`config.mk`:
```
export PLATFORM = sky130hd
export DESIGN_NAME = tccw_cmd_queue
export DESIGN_NICKNAME = d
export VERILOG_FILES = /design/src/hdl/tccw_pkg.sv /design/src/hdl/tccw_cmd_queue.sv
export VERILOG_INCLUDE_DIRS = /design/src /design/src/hdl
export SDC_FILE = /design/constraint.sdc
export NUM_CORES = 1
export LEC_CHECK = 0
export ABC_AREA = 1
export BUFFER_PORTS_ARGS = -buffer_cell sky130_fd_sc_hd__clkbuf_2
export CAP_MARGIN = 20
export CORE_MARGIN = 4
export CORE_UTILIZATION = 50
export CTS_CLUSTER_SIZE = 40
export DETAILED_ROUTE_END_ITERATION = 6
export PLACE_DENSITY = 0.76
export SYNTH_ARGS = -nofsm -noshare
export SYNTH_HDL_FRONTEND = slang
export SYNTH_SLANG_ARGS = --single-unit
```
`constraint.sdc`:
```
create_clock -name clk_i -period 2.5 [get_ports clk_i]
set_input_delay 0.75 -clock clk_i [delete_from_list [all_inputs] [get_ports clk_i]]
set_output_delay 0.75 -clock clk_i [all_outputs]
set_load 0.05 [all_outputs]
```
`src/hdl/text_console_char_writer_unit_defines.svh`:
```
// ----------------------------------------------------------------------------
// text_console_char_writer_unit_defines
// Assertion helpers shared by the RTL files. Each expects clk_i and rst_ni in scope.
// ----------------------------------------------------------------------------
`ifndef TEXT_CONSOLE_CHAR_WRITER_UNIT_DEFINES_SVH
`define TEXT_CONSOLE_CHAR_WRITER_UNIT_DEFINES_SVH

// Property checked on every rising clock edge outside reset.
`define TCCW_ASSERT(lbl, prop, msg) \
  lbl: assert property (@(posedge clk_i) disable iff (!rst_ni) (prop)) else $error(msg);

// Condition in one cycle implies a consequence in the next.
`define TCCW_ASSERT_NEXT(lbl, cond, cons, msg) \
  lbl: assert property (@(posedge clk_i) disable iff (!rst_ni) (cond) |=> (cons)) \
    else $error(msg);

`endif

```
`src/hdl/tccw_pkg.sv`:
```
// ----------------------------------------------------------------------------
// tccw_pkg
// Types, codes and constants of the text console character writer.
// ----------------------------------------------------------------------------
`default_nettype none

package tccw_pkg;

  localparam int unsigned MaxColsDef = 80;
  localparam int unsigned MaxRowsDef = 50;

  localparam int unsigned RowW     = 6;
  localparam int unsigned ColW     = 7;
  localparam int unsigned LinW     = 12;
  localparam int unsigned ByteW    = 8;
  localparam int unsigned CfgIdxW  = 4;
  localparam int unsigned QueueDepth = 2;

  localparam logic [2*ByteW-1:0] ResetCell    = 16'h0720;
  localparam logic [ByteW-1:0]   ChNewline    = 8'd10;
  localparam logic [ByteW-1:0]   ChReturn     = 8'd13;
  localparam logic [ByteW-1:0]   ChBackspace  = 8'd8;
  localparam logic [ByteW-1:0]   ChTab        = 8'd9;
  localparam logic [ByteW-1:0]   ChSpace      = 8'h20;
  localparam logic [ByteW-1:0]   ReadMissAttr = 8'h07;
  localparam logic [ColW:0]      TabStep      = (ColW+1)'(8);
  localparam logic [ColW:0]      TabMask      = ~((ColW+1)'(7));

  typedef enum logic [2:0] {
    OP_PRINT,
    OP_NEWLINE,
    OP_RETURN,
    OP_BACKSPACE,
    OP_TAB,
    OP_READ
  } op_e;

  typedef enum logic [2:0] {
    REG_SCREEN_COLS,
    REG_SCREEN_ROWS,
    REG_VIEW_ENABLE,
    REG_VIEW_TOP,
    REG_VIEW_LEFT,
    REG_VIEW_HEIGHT,
    REG_VIEW_WIDTH,
    REG_TEXT_ATTR
  } reg_e;

  typedef enum logic [3:0] {
    S_CLEAR,
    S_IDLE,
    S_EXEC,
    S_WRITE,
    S_RD_ADDR,
    S_RD_WAIT,
    S_SC_INIT,
    S_SC_RD,
    S_SC_WR,
    S_SC_BLANK,
    S_OUT
  } back_state_e;

  typedef struct packed {
    logic             kind;
    logic [ByteW-1:0] char_code;
    logic [RowW-1:0]  read_row;
    logic [ColW-1:0]  read_col;
  } in_item_t;

  typedef struct packed {
    logic [RowW-1:0]  cur_row;
    logic [ColW-1:0]  cur_col;
    logic [LinW-1:0]  cur_linear;
    logic             did_scroll;
    logic [ByteW-1:0] cell_char;
    logic [ByteW-1:0] cell_attr;
  } out_item_t;

  typedef struct packed {
    logic [CfgIdxW-1:0] reg_index;
    logic [ByteW-1:0]   wdata;
  } cfg_item_t;

  typedef struct packed {
    op_e              op;
    logic [ByteW-1:0] char_code;
    logic [RowW-1:0]  read_row;
    logic [ColW-1:0]  read_col;
  } cmd_t;

  typedef struct packed {
    logic [ColW-1:0]  sc;
    logic [RowW-1:0]  sr;
    logic [RowW-1:0]  top;
    logic [ColW-1:0]  left;
    logic [RowW-1:0]  h;
    logic [ColW-1:0]  w;
    logic [RowW-1:0]  bottom;
    logic [ColW-1:0]  right;
    logic [ByteW-1:0] attr;
  } geom_t;

  typedef struct packed {
    logic init_done;
  } back_status_t;

endpackage

`default_nettype wire

```
`src/hdl/tccw_cmd_queue.sv`:
```
// ----------------------------------------------------------------------------
// tccw_cmd_queue
// Short command FIFO between the front and the back.
// ----------------------------------------------------------------------------
`default_nettype none

`include "text_console_char_writer_unit_defines.svh"

module tccw_cmd_queue (
  input  wire logic           clk_i,
  input  wire logic           rst_ni,
  input  wire logic           push_i,
  input  wire tccw_pkg::cmd_t cmd_i,
  input  wire logic           pop_i,
  output      tccw_pkg::cmd_t cmd_o,
  output      logic           full_o,
  output      logic           empty_o
);

  localparam int unsigned PtrW = (tccw_pkg::QueueDepth > 1) ?
                                 $clog2(tccw_pkg::QueueDepth) : 1;
  localparam int unsigned CntW = $clog2(tccw_pkg::QueueDepth + 1);

  tccw_pkg::cmd_t        slot_q [tccw_pkg::QueueDepth];
  logic [PtrW-1:0]       wr_ptr_q, rd_ptr_q;
  logic [CntW-1:0]       count_q;

  assign full_o  = (count_q == CntW'(tccw_pkg::QueueDepth));
  assign empty_o = (count_q == '0);
  assign cmd_o   = slot_q[rd_ptr_q];

  always_ff @(posedge clk_i or negedge rst_ni) begin
    if (!rst_ni) begin
      wr_ptr_q <= '0;
      rd_ptr_q <= '0;
      count_q  <= '0;
    end else begin
      if (push_i) begin
        wr_ptr_q <= (wr_ptr_q == PtrW'(tccw_pkg::QueueDepth - 1)) ? '0 : wr_ptr_q + 1'b1;
      end
      if (pop_i) begin
        rd_ptr_q <= (rd_ptr_q == PtrW'(tccw_pkg::QueueDepth - 1)) ? '0 : rd_ptr_q + 1'b1;
      end
      if (push_i && !pop_i) begin
        count_q <= count_q + 1'b1;
      end else if (pop_i && !push_i) begin
        count_q <= count_q - 1'b1;
      end
    end
  end

  always_ff @(posedge clk_i) begin
    if (push_i) begin
      slot_q[wr_ptr_q] <= cmd_i;
    end
  end

  `TCCW_ASSERT(a_no_overflow, !(push_i && full_o), "push into full command queue")
  `TCCW_ASSERT(a_no_underflow, !(pop_i && empty_o), "pop from empty command queue")
  `TCCW_ASSERT_NEXT(a_count_track, push_i && !pop_i, count_q == $past(count_q) + 1'b1,
    "queue fill count did not follow a push")

endmodule

`default_nettype wire

```
# Word-level counts from Yosys, hierarchy flattened
# Memories as Yosys holds them, arrays and structs flattened.
# Cells that the tools add are included.
dict set report op_classes {
  eq_ne 1
  mux 6
  reduce_logical 6
  add_sub_neg 4
}
# operator count
set ops {}
lappend ops {{$mux 1} 4}
lappend ops {{$mux 2} 2}
lappend ops {{$add 1x1->1 const B} 2}
lappend ops {{$add 2x1->2 const B} 1}
lappend ops {{$eq 2x2->1 const B} 1}
lappend ops {{$logic_and 1x1->1} 2}
lappend ops {{$logic_not 1->1} 2}
lappend ops {{$logic_not 2->1} 1}
lappend ops {{$reduce_bool 2->1} 1}
lappend ops {{$sub 2x1->2 const B} 1}
dict set report totals {
  ramBits 48
  output_inout_bits 26
  memories 1
  reg_bits 4
}
# name depth word_bits rd rd_ports_with_merged_regs write_ports line_no
set mem_list {}
lappend mem_list {slot_q 2 24 1 0 1 tccw_cmd_queue.sv:24} ;# tccw_pkg::cmd_t slot_q [tccw_pkg::QueueDepth];

# Depth between registers and ports, before layout
# Gate-level depths: netlist of run 1.
dict set report logic_depth {
  word_depth 4
  ltp_mapped 7
  ltp_nobuf 7
}

# Worst setup path after synthesis of run 1
# Ideal clock, no wire load.
dict set report synth_path {
  path_kind {input -> register}
  startpoint {input port push_i}
  endpoint {memory slot_q[0][0] (netlist bit), enable pin}
  t_required_ps 2095
  setup_slack_ps 289
  cell_stages 2
  arrival_time_ps 1805
  path_cell_list {inv_1 nor2_1}
}
dict set report synth_via {
  elab_chain_len 2
}
# item line_no
set synth_lines {}
lappend synth_lines {{start, declared} tccw_cmd_queue.sv:12} ;# input wire logic push_i,
lappend synth_lines {{$mux 1} tccw_cmd_queue.sv:53} ;# if (push_i) begin
lappend synth_lines {{$mux 1 (not written as such)} tccw_cmd_queue.sv:54} ;# slot_q[wr_ptr_q] <= cmd_i;
lappend synth_lines {{end, declared} tccw_cmd_queue.sv:24}
# Every way passes these cells.

==> impl.org, run 1 <==
** Floorplanning
- Die Ht :: 71.89 um
- Width of the die :: 71.89 um
- Area of the die :: 0.005167 mm^2
- Number of core rows :: 22
- The floorplan step defined a core boundary enclosing 0.003799 mm^2.
- 54 I/O pins were placed.
- Initial core utilization :: 0.5372

** GRT
- Global-route wire length before repair :: 4802 um
- GRT overflow :: 0
- Number of antenna violations at the first check in global routing :: 0
- Entering global routing, the biggest net connects 23 pins.
- Across every metal layer, demand over resource in global routing totals 0.1284.
- The via count of the first global-routing pass was 1068.

** Setup path
- Data required time at the worst endpoint :: 1.75 ns
- Reg-to-reg slack, setup :: 1.13 ns
- Startpoint Class :: flip-flop
- The worst setup path is captured at a primary output.
- In this run the critical register-to-register path is launched from wr_ptr_q.
- For the worst flop-to-flop path, the logic depth is 2.
- The worst register-to-register path ends at slot_q[0][23].
- Worst-path maximum fanout :: 22
- Crit Path Category :: flip-flop to primary output
- Arrival @ worst endpoint :: 1.62 ns

** Hold path
- The worst hold path belongs to the class primary input to asynchronous set/reset pin.

** Timing
- In this run the tightest slew margin relative to its limit is 0.7179.
- Final critical-path share of the clock period :: 0.9485
- On the final layout, the worst clock skew is 0.007494 ns.
- At the pin with the least slew margin, the transition time is 0.4228 ns.
- The worst path meets setup with 0.1288 ns of slack.
- Setup_tns :: 0 ns
- Final max-slew violation count :: 0
- Highest clock frequency the design can meet :: 421.7 MHz
- The worst path needs 2.371 ns of the cycle, external delays included.
- Setup repair after global routing left no endpoint under its margin.
- Setup violations remaining at the end of the flow were counted as 0.
- The final hold violation count was 0.

** Final layout
- After the last flow step, the layout net total stands at 190.
- Area growth from synthesis to final layout :: 23.61%
- The repair_antennas step left the layout with diodes totalling 0.
- Of the cells placed in the final design, the portion with a size suffix greater than 1 is 0.5556.
- Counting the fill cells in the layout gives 278.

** Synth
- Part of the Yosys area used for sequential elements :: 0.7554
- Number of distinct library cell variants in the gate-level netlist after synthesis :: 14
- For this run, asynchronously set or reset flops after synthesis account for 0.07692.
- The average instance in the mapped netlist occupies 20.41 um^2.
- Fraction of post-synthesis cell area in the top cell type by area :: 0.7063
- Counting flops and latches in the post-synthesis netlist gives 52.
- Total number of yosys warnings :: 0
- Synth cell count leaders :: edfxtp_1 (48), mux2_4 (19), inv_1 (7)
- Net count of the mapped netlist :: 129
- Cell count after synthesis :: 100
- Synth top area cells :: edfxtp_1 (71%), mux2_4 (14%), dfrtp_1 (4.9%)
- Cell accounting for the most synthesized area :: edfxtp_1
- Mapped cell area :: 0.002041 mm^2
- Most common cell in the synthesized netlist :: edfxtp_1
- Among all flip-flop cells after synthesis, the most frequent one is edfxtp_1.
- Yosys mapped a number of flops with a built-in enable equal to 48.

** Detailed routing
- After detailed routing, the wire length on met1 is 1143 um.
- For this run, the detailed router's first-pass iteration total came to 4.
- Vias per inst :: 4.862
- Met2 WL :: 1580 um
- After detailed routing, no signal wire sits above met4.
- Met3 routed wirelength :: 280 um
- Wire length per cell :: 14.60 um
- Routed wire length :: 3067 um
- Post-route antenna net violation count :: 0
- For this block, the via count after detailed routing is 1021.
- DRC marker count from the first detailed-route iteration :: 34
- DRC :: 0

** Place
- OpenSTA, run right after detailed placement, puts the worst setup slack at 0.4576 ns.
- Port Buffers :: 53
- Final GP Congestion :: 0.6921
- Post-DP HPWL :: 2331 um

** Clock network
- After clock tree synthesis, the clock-pin slew on the worst setup and hold paths is 0.09 ns.
- Clock buffer depth :: 2
- TritonCTS built the clock tree.
- In this run the number of H-tree levels came out at 2.
- The number of gates resized after CTS was 0.
- The root buffer cell chosen for the clock tree is clkbuf_8.
- Number of buffers added to fix hold violations after cts :: 0
- Inserted Clock Buffers :: 5
- After clock tree synthesis, the setup repair step added 0 buffers.
- For the worst-skew pair, the clock arrives at the later sink with an insertion delay of 0.30 ns.
- # clock sinks :: 52

** Pwr
- In this run the power density over the cells is 1285 mW/mm^2.
- IR analysis of the VDD net gives a maximum drop of 0.7274 mV.
- The analysis attributes to cell leakage a power of 1.065 nW.

** Status
- Outcome :: finished, final reports clean

** Run
- Max Cap Viol :: 0
==> placed cells by master (no fill, tap or decap), drive strengths merged <==
master and n:
mux2 24, ha 1, buf 8, xnor2 1, nand4 1, nor2 3, inv 8, edfxtp 48
xor2 2, clkbuf 54, dfrtp 4, nand2 5, clkinvlp 1, clkinv 1, nand3 1
==> through the flow <==
| step | total power (W) | instances | utilization | cell area [um^2] | hold slack [ns] |
|---|---|---|---|---|---|
| final | 0.003240 | 210 | 0.6640 | 2522 | 0.2325 |
| after global routing | 0.003398 | 210 | 0.6640 | 2522 | 0.2112 |
| after CTS | 0.003282 | 210 | 0.6640 | 2522 | 0.2226 |
| after detailed placement | 0.002824 | 202 | 0.6403 | 2432 | 0.4906 |
| after global placement | 0.002789 | 202 | 0.6403 | 2432 | 0.4783 |
| after floorplan | 0.002474 | 100 | - | 2041 | 0.4544 |
==> sequential cells by signal, indices dropped and copies added, names as in the netlist <==
| name | cells |
|---|---|
| slot_q | 48 |
| count_q | 2 |
| rd_ptr_q | 1 |
| wr_ptr_q | 1 |
==> worst max-delay path, stage by stage (launching register included) <==
cell,delay (ns)
dfrtp_1,0.49
buf_12,0.24
mux2_2,0.35
clkbuf_2,0.23
==> where the power goes <==
group          internal [W]  switching (W)
combinational      0.000557       0.000985
clock              0.000198       0.000261
sequential          0.00116      0.0000796
total               0.00192        0.00133
==> logic make-up after synthesis <==
family	Yosys count	synth area share
buffers and inverters	10	0.03802
DFF	52	0.7554
and+or+nand+nor	10	0.02023
muxes	24	0.1674
xor gates and xnor gates	3	0.01288
adders and majority gates	1	0.006130
==> final cells by class <==
class                   count  area, um^2  area share
well taps                  48       60.06     0.02381
clock inverters             3       21.27    0.008433
repair buffers             57       380.4      0.1508
flip-flops and latches     52        1541      0.6111
clock buffers               5       68.82     0.02728
multi-input cells          38       424.2      0.1682
inverters                   7       26.28     0.01042
==> how the worst max path moves through the flow <==
stage / end / cells after the start / startpoint
floorplan: slot_q[0][0] / 2 / push_i
global placement: cmd_o[10] / 3 / rd_ptr_q
detailed placement: cmd_o[3] / 3 / rd_ptr_q
CTS: cmd_o[3] / 3 / rd_ptr_q
global route: cmd_o[4] / 3 / rd_ptr_q
finish: cmd_o[3] / 3 / rd_ptr_q
==> layer usage <==
metal,vias up,global-route usage
li1,498,-
met1,478,0.1289
met2,38,0.2255
met3,7,0.05610
met4,0,0.06263
met5,-,0
Power figures use the tool's default switching activity.
==> run 2: changes to the inputs <==
--- a/config.mk
+++ b/config.mk
@@ -7,13 +7,12 @@
 export NUM_CORES = 1
 export LEC_CHECK = 0
 export ABC_AREA = 1
-export BUFFER_PORTS_ARGS = -buffer_cell sky130_fd_sc_hd__clkbuf_2
 export CAP_MARGIN = 20
 export CORE_MARGIN = 4
 export CORE_UTILIZATION = 50
 export CTS_CLUSTER_SIZE = 40
 export DETAILED_ROUTE_END_ITERATION = 6
-export PLACE_DENSITY = 0.76
+export DONT_BUFFER_PORTS = 1
 export SYNTH_ARGS = -nofsm -noshare
 export SYNTH_HDL_FRONTEND = slang
 export SYNTH_SLANG_ARGS = --single-unit
==> run 2 against run 1 <==
Compared with the run above: non-clock buffer count down 50; cell count down 24%; first-iteration DRC count down 5.9%; worst hold slack worse by 0.090 ns; power down 8.6%; register-to-register slack worse by 0.03 ns; sequential power about the same; via count down 19%; critical endpoint is now cmd_o[9]; highest routed layer unchanged.
==> impl.org, run 2 (synthesis gave the netlist of run 1 again) <==
** Setup path
- STA classifies the critical path endpoint as a primary output.
- Arrival @ worst endpoint :: 1.49 ns (-0.13 ns)
- The reg-to-reg setup timing slack came to 1.10 ns (-0.03 ns).
- Reg2reg start :: wr_ptr_q
- The critical path data required time is 1.75 ns (about the same).
- The endpoint identified for the worst register-to-register timing path is slot_q[1][13].
- STA classifies the critical path startpoint as a flip-flop.
- Worst-case reg-to-reg path depth :: 3 (+1)
- Worst-path maximum fanout :: 19 (-14%)
- Crit Path Category :: flip-flop to primary output

** Place
- The half-perimeter wire length after detailed placement came to 2100 um (-9.9%).
- The count of input and output buffers is 0 (-100%).
- Pre-CTS worst setup slack :: 0.5718 ns (+0.1142 ns)
- Final GP Congestion :: 0.6065 (-12%)

** Timing
- The share of the cycle needed by the critical path after routing is 0.8942 (-0.05426).
- The final sum of negative setup slack was 0 ns (unchanged).
- Worst clock skew :: 0.003343 ns (-0.004150 ns)
- The headroom to the max-slew limit was 0.7274 (+0.009521).
- Final number of hold-violating endpoints :: 0 (unchanged)
- Setup repair after global routing missed its margin :: false
- The minimum setup slack in the final design came to 0.2644 ns (+0.1357 ns).
- Highest clock frequency the design can meet :: 447.3 MHz (+6.1%)
- The transition time of the tightest slew-check pin was 0.4085 ns (-0.01428 ns).
- Final setup vio count :: 0 (unchanged)
- The final critical delay including setup and external delays was 2.236 ns (-0.1357 ns).
- The final number of max-transition violations is 0 (unchanged).

** Clock network
- The clock latency on the worst-skew pair came to 0.29 ns (about the same).
- TritonCTS built the clock tree.
- The CTS H-tree depth came to 2 (unchanged).
- Number of buffers added to fix hold violations after cts :: 0 (unchanged)
- The CTS buffer count came to 5 (unchanged).
- The clock-pin slew reported for the worst setup and hold paths after clock tree synthesis was 0.08 ns (about the same).
- The number of post-CTS setup repair buffers came to 0 (unchanged).
- Clock buffer depth :: 2 (unchanged)
- Clock root cell :: clkbuf_8
- The clock sink total is 52 (unchanged).
- Quantity of gates resized following cts :: 0 (unchanged)

** Final layout
- Counting flops per register, the top entry is slot_q.
- Area growth from synthesis to final layout :: 7.112%
- Fillcell total :: 294 (+5.8%)
- Max FFs per register :: 48 (unchanged)
- The layout cell share with drive strength beyond 1 came to 0.3393 (-0.2163).
- The number of antenna diodes was 0 (unchanged).
- In the final layout, the registers with the most flip-flops are slot_q (48), count_q (2).
- The layout net count came to 140 (-26%).
- Most frequent standard cell in the layout excluding fill and tap cells :: edfxtp_1
- Leaving out fill and tap cells, the most frequent cells in the layout are edfxtp_1 (48), mux2_4 (19), inv_1 (7), buf_4 (7).

** Floorplanning
- The starting density of the core came to 0.5372 (unchanged).
- Width of the die :: 71.89 um (unchanged)
- The number of top-level pins is 54 (unchanged).
- The total number of placement rows was 22 (unchanged).
- Die Ht :: 71.89 um (unchanged)
- The area of the placeable core came to 0.003799 mm^2 (unchanged).
- The die area came to 0.005167 mm^2 (unchanged).

** Detailed routing
- The number of nets still failing antenna checks after routing is 0 (unchanged).
- DRC marker count from the first detailed-route iteration :: 32 (-5.9%)
- The post-detailed-route via-to-cell ratio is 5.175 (+6.4%).
- Wire length per cell :: 18.08 um (+24%)
- Routed wire length :: 2893 um (-5.7%)
- Via count :: 828 (-19%)
- The final routed DRC violation total is 0 (unchanged).
- Initial DRT Pass Iterations :: 3 (-1)

** Status
- Outcome :: finished, final reports clean

** GRT
- The pin count of the biggest net entering global routing was 20 (-13%).
- GRT overflow :: 0 (unchanged)
- Number of antenna violations at the first check in global routing :: 0 (unchanged)
- Global-route usage over all layers :: 0.1212 (-0.007145)
- Number of global-route vias before repair :: 916 (-14%)
- The first-pass GRT wire length came to 4450 um (-7.3%).

** Pwr
- PwrDens :: 1355 mW/mm^2 (+5.4%)
- Peak ir drop on the vdd network :: 0.5824 mV (-20%)
- Post-route total power :: 0.002961 W (-8.6%)
- The static leakage is 0.8282 nW (-22%).

** Hold path
- Worst hold-check path type :: primary input to asynchronous set/reset pin

** Run
- The number of max-cap violations is 0 (unchanged).
==> run 2: cell count changes in the layout (fill, tap and decap cells not counted) <==
cell,change
buf_4,+5
clkbuf_2,-49
clkinvlp_4,-1
buf_12,-6
clkbuf_1,+2
inv_6,-1
==> run 2: final cells by class <==
type	instances	area, um^2	share of cell area
tap	48	60.06	0.02748
clock buffer	7	76.32	0.03492
sequential	52	1541	0.7052
clock inverter	1	5.005	0.002290
timing repair buffer	7	52.55	0.02404
multi-input combinational	38	424.2	0.1940
inverter	7	26.28	0.01202
==> run 2: through the flow <==
stage / util / area [um^2] / std cells / hold slack, ns
CTS: 0.5754 / 2186 / 160 / 0.1274
global placement: 0.5540 / 2105 / 152 / 0.4546
global route: 0.5754 / 2186 / 160 / 0.1138
detailed placement: 0.5540 / 2105 / 152 / 0.4546
floorplan: - / 2041 / 100 / 0.4544
finish: 0.5754 / 2186 / 160 / 0.1426
==> run 2: power breakdown <==
group          internal, W  leakage [nW]  switching [W]
clock network     0.000196        0.0422       0.000234
logic             0.000371         0.288       0.000935
registers          0.00116         0.498      0.0000633
total              0.00173         0.828        0.00123
==> run 2: critical path, stage by stage (launching register included) <==
cell and delay, ns:
dfrtp_1 0.35, buf_4 0.32, mux2_2 0.51
==> run 2: how the worst max path moves through the flow <==
stage / start / to / slack, ns / cells after the start
after detailed placement: rd_ptr_q / cmd_o[9] / 0.57 / 2
after floorplan: push_i / slot_q[0][0] / 0.29 / 2
after global routing: rd_ptr_q / cmd_o[9] / 0.18 / 2
after global placement: rd_ptr_q / cmd_o[9] / 0.60 / 2
after CTS: rd_ptr_q / cmd_o[9] / 0.24 / 2
final: rd_ptr_q / cmd_o[9] / 0.26 / 2
==> run 2: metal layers <==
| metal | vias up | GRT usage | share of wire |
|---|---|---|---|
| met5 | - | 0 | 0 |
| met4 | 0 | 0.05010 | 0.017 |
| met3 | 5 | 0.08555 | 0.13 |
| met2 | 37 | 0.2010 | 0.53 |
| met1 | 398 | 0.1150 | 0.33 |
| li1 | 388 | - | - |
==> run 3: changes to the inputs <==
--- a/config.mk
+++ b/config.mk
@@ -6,7 +6,6 @@
 export SDC_FILE = /design/constraint.sdc
 export NUM_CORES = 1
 export LEC_CHECK = 0
-export ABC_AREA = 1
 export CAP_MARGIN = 20
 export CORE_MARGIN = 4
 export CORE_UTILIZATION = 50
==> run 3 against run 2 <==
Compared with the run above: cell count shrank 5.6%; sequential power is essentially flat; maximum frequency grew 4.4%; critical path depth is the same; critical path type unchanged; largest cell class unchanged; largest power group unchanged.
==> impl.org, run 3 <==
** Status
- Outcome :: finished, final reports clean

** Timing
- Setup repair after global routing missed its margin :: false
- The transition time of the tightest slew-check pin is 0.3268 ns (-0.08169 ns).
- Relative slew margins :: 0.7821 (+0.05476)
- Final number of hold-violating endpoints :: 0 (unchanged)
- The share of the cycle needed by the critical path after routing is 0.8565 (-0.03777).
- The maximum clock skew at final layout came to 0.004545 ns (+0.001202 ns).
- Setup_tns :: 0 ns (unchanged)
- The final critical delay including setup and external delays was 2.141 ns (-0.09442 ns).
- The setup-violating endpoint count in the final report was 0 (unchanged).
- The top achievable clock speed came to 467.0 MHz (+4.4%).
- Final max-slew violation count :: 0 (unchanged)

** Pwr
- The maximum resistive drop on vdd is 0.6723 mV (+15%).
- The static leakage is 0.7935 nW (-4.2%).
- The power density over the cells is 1361 mW/mm^2 (+0.47%).

** Setup path
- The critical path starts at rd_ptr_q.
- STA classifies the critical path endpoint as a primary output.
- Data required time at the worst endpoint :: 1.75 ns (about the same)
- The endpoint arrival time on the critical path is 1.39 ns (-0.10 ns).
- Reg2reg start :: wr_ptr_q
- Startpoint Class :: flip-flop
- Critical Path, Cell by Cell :: buf_4 > mux2_2
- The total number of cells along the worst setup path was 2 (unchanged).
- Kind of cell adding the most delay to the critical path :: multiplexers
- The buffers plus inverters on the worst setup path came to 1 (unchanged).
- Worst-case reg-to-reg path depth :: 2 (-1)
- Library cell contributing the largest single delay on the critical path :: mux2_2
- By startpoint and endpoint, the worst setup path is classified as flip-flop to primary output.
- Worst-path maximum fanout :: 13 (-6)
- The delay of the slowest cell on the worst path is 0.50 ns (about the same).

** Floorplanning
- Area of the die :: 0.005122 mm^2 (-0.87%)
- Number of core rows :: 22 (unchanged)
- The die boundary height was 71.57 um (-0.44%).
- Core Box Area :: 0.003771 mm^2 (-0.72%)
- Initial core utilization :: 0.5358 (-0.001387)
- The number of top-level pins is 54 (unchanged).
- The width of the die came to 71.57 um (-0.44%).

** GRT
- Number of antenna violations at the first check in global routing :: 0 (unchanged)
- Global-route usage over all layers :: 0.1153 (-0.005917)
- Maximum number of pins on one net before global-route repair :: 25 (+25%)
- The via count of the first global-routing pass is 829 (-9.5%).
- The first-pass GRT wire length is 4250 um (-4.5%).
- GRT overflow :: 0 (unchanged)

** Synth
- Fraction of synthesis flops using an asynchronous set or reset pin :: 0.07692 (unchanged)
- The fraction of synthesized cell area taken by the top area cell type came to 0.7133 (+0.006998).
- By area the synthesized netlist is led by edfxtp_1 (71%), mux2_4 (14%), dfrtp_1 (5.0%).
- The flip-flop and latch count after synthesis came to 52 (unchanged).
- Count of flip-flops with a built-in enable after synthesis :: 48 (unchanged)
- Number of distinct library cell variants in the gate-level netlist after synthesis :: 13 (-1)
- Net count of the mapped netlist :: 120 (-7.0%)
- In the synthesized netlist, the cells that appear most often are edfxtp_1 (48), mux2_4 (19), mux2_2 (5).
- Mapped cell area :: 0.002021 mm^2 (-0.98%)
- Cell accounting for the most synthesized area :: edfxtp_1
- The average cell area after synthesis was 22.21 um^2 (+8.8%).
- The most used flip-flop cell after synthesis is edfxtp_1.
- Cell count after synthesis :: 91 (-9.0%)
- Most common cell in the synthesized netlist :: edfxtp_1
- Part of the Yosys area used for sequential elements :: 0.7628 (+0.007483)
- The count of yosys warnings during synthesis is 0 (unchanged).

** Final layout
- The layout net count is 131 (-6.4%).
- Leaving out fill and tap cells, the most frequent cell in the layout is edfxtp_1.
- Register with the most flip-flops :: slot_q
- Commonest non-fill, non-tap cells in the layout :: edfxtp_1 (48), mux2_4 (19), buf_4 (7)
- The number of antenna diodes is 0 (unchanged).
- Max FFs per register :: 48 (unchanged)
- Area growth from synthesis to final layout :: 7.121% (about the same)
- Layout cells sized above 1 :: 0.3592 (+0.01994)
- Post-route cell area :: 0.002165 mm^2 (-0.97%)
- Largest registers in the final layout :: slot_q (48), count_q (2)

** Hold path
- Worst hold-check path type :: primary input to asynchronous set/reset pin

** Clock network
- Number of buffers added to fix hold violations after cts :: 0 (unchanged)
- H-tree level count :: 2 (unchanged)
- Buffer count from post-CTS setup fixing :: 0 (unchanged)
- Clock buffer depth :: 2 (unchanged)
- TritonCTS built the clock tree.
- The clock sink total was 52 (unchanged).
- Inserted Clock Buffers :: 5 (unchanged)
- Clock slew seen by the registers of the worst setup and hold paths :: 0.08 ns (about the same)
- Later-pin clock latency in the skew report :: 0.29 ns (about the same)
- Clock root cell :: clkbuf_8
- The number of resized instances in the post-cts repair step came to 0 (unchanged).

** Detailed routing
- The final routed wirelength across all metal layers is 2764 um (-4.5%).
- Via count :: 792 (-4.3%)
- Initial DRT Pass Iterations :: 4 (+1)
- Vias per inst :: 5.245 (+1.4%)
- The count of routing violations after the opening detailed-route iteration is 34 (+6.3%).
- Post-route antenna net violation count :: 0 (unchanged)
- Wire length per cell :: 18.30 um (+1.2%)
- The final routed DRC violation total was 0 (unchanged).

** Run
- The number of max-cap violations is 0 (unchanged).

** Place
- Area after DPL :: 0.002085 mm^2 (-0.95%)
- The half-perimeter wire length after detailed placement is 1943 um (-7.4%).
- The count of input and output buffers was 0 (unchanged).
- The weighted congestion reported at the end of routability-driven placement was 0.6028 (-0.61%).
[run 3: path summary, 6_finish.rpt]
path | slack, ns | end
max | 0.36 | cmd_o[8]
min | 0.15 | count_q[1]
max reg2reg | 1.32 | slot_q[0][19]
min reg2reg | 0.49 | count_q[1]
max in group asynchronous | 2.28 | rd_ptr_q
min in group clk_i | 0.49 | count_q[1]
[run 3: through the flow]
step	utilization	worst slack [ns]	hold slack (ns)	std cells	power, W
after global routing	0.5740	0.2880	0.1191	151	0.003067
after CTS	0.5740	0.3315	0.1396	151	0.002983
final	0.5740	0.3588	0.1501	151	0.002946
after floorplan	-	0.2365	0.4544	91	0.002470
after detailed placement	0.5528	0.6538	0.4545	143	0.002562
after global placement	0.5528	0.6701	0.4545	143	0.002546
[run 3: metal layers]
metal  vias up  track usage  share of wire
li1        366            -              -
met1       387       0.1096           0.33
met2        34       0.1949           0.54
met3         5      0.06592           0.12
met4         0      0.06263          0.015
met5         -            0              0
[run 3: kinds of logic after synthesis]
group / count (synthesis) / share of synthesized area
buffers and inverters: 4 / 0.02724
and+or+nand+nor: 5 / 0.01301
DFF: 52 / 0.7628
muxes: 24 / 0.1690
adders and majority gates: 1 / 0.006191
xor gates and xnor gates: 5 / 0.02167
[run 3: area by class of cell]
class | count | area [um^2]
sequential | 52 | 1541
inverter | 1 | 3.754
tap | 48 | 60.06
fill | 281 | 1607
multi-input combinational | 35 | 426.7
timing repair buffer | 7 | 52.55
clock buffer | 7 | 76.32
clock inverter | 1 | 3.754
[run 3: report_power, final]
| part | internal (W) | switching (W) | leakage (nW) | total, W |
|---|---|---|---|---|
| registers | 0.00116 | 0.0000607 | 0.497 | 0.00122 |
| clock network | 0.000195 | 0.000232 | 0.0399 | 0.000427 |
| logic | 0.000374 | 0.000923 | 0.257 | 0.00130 |
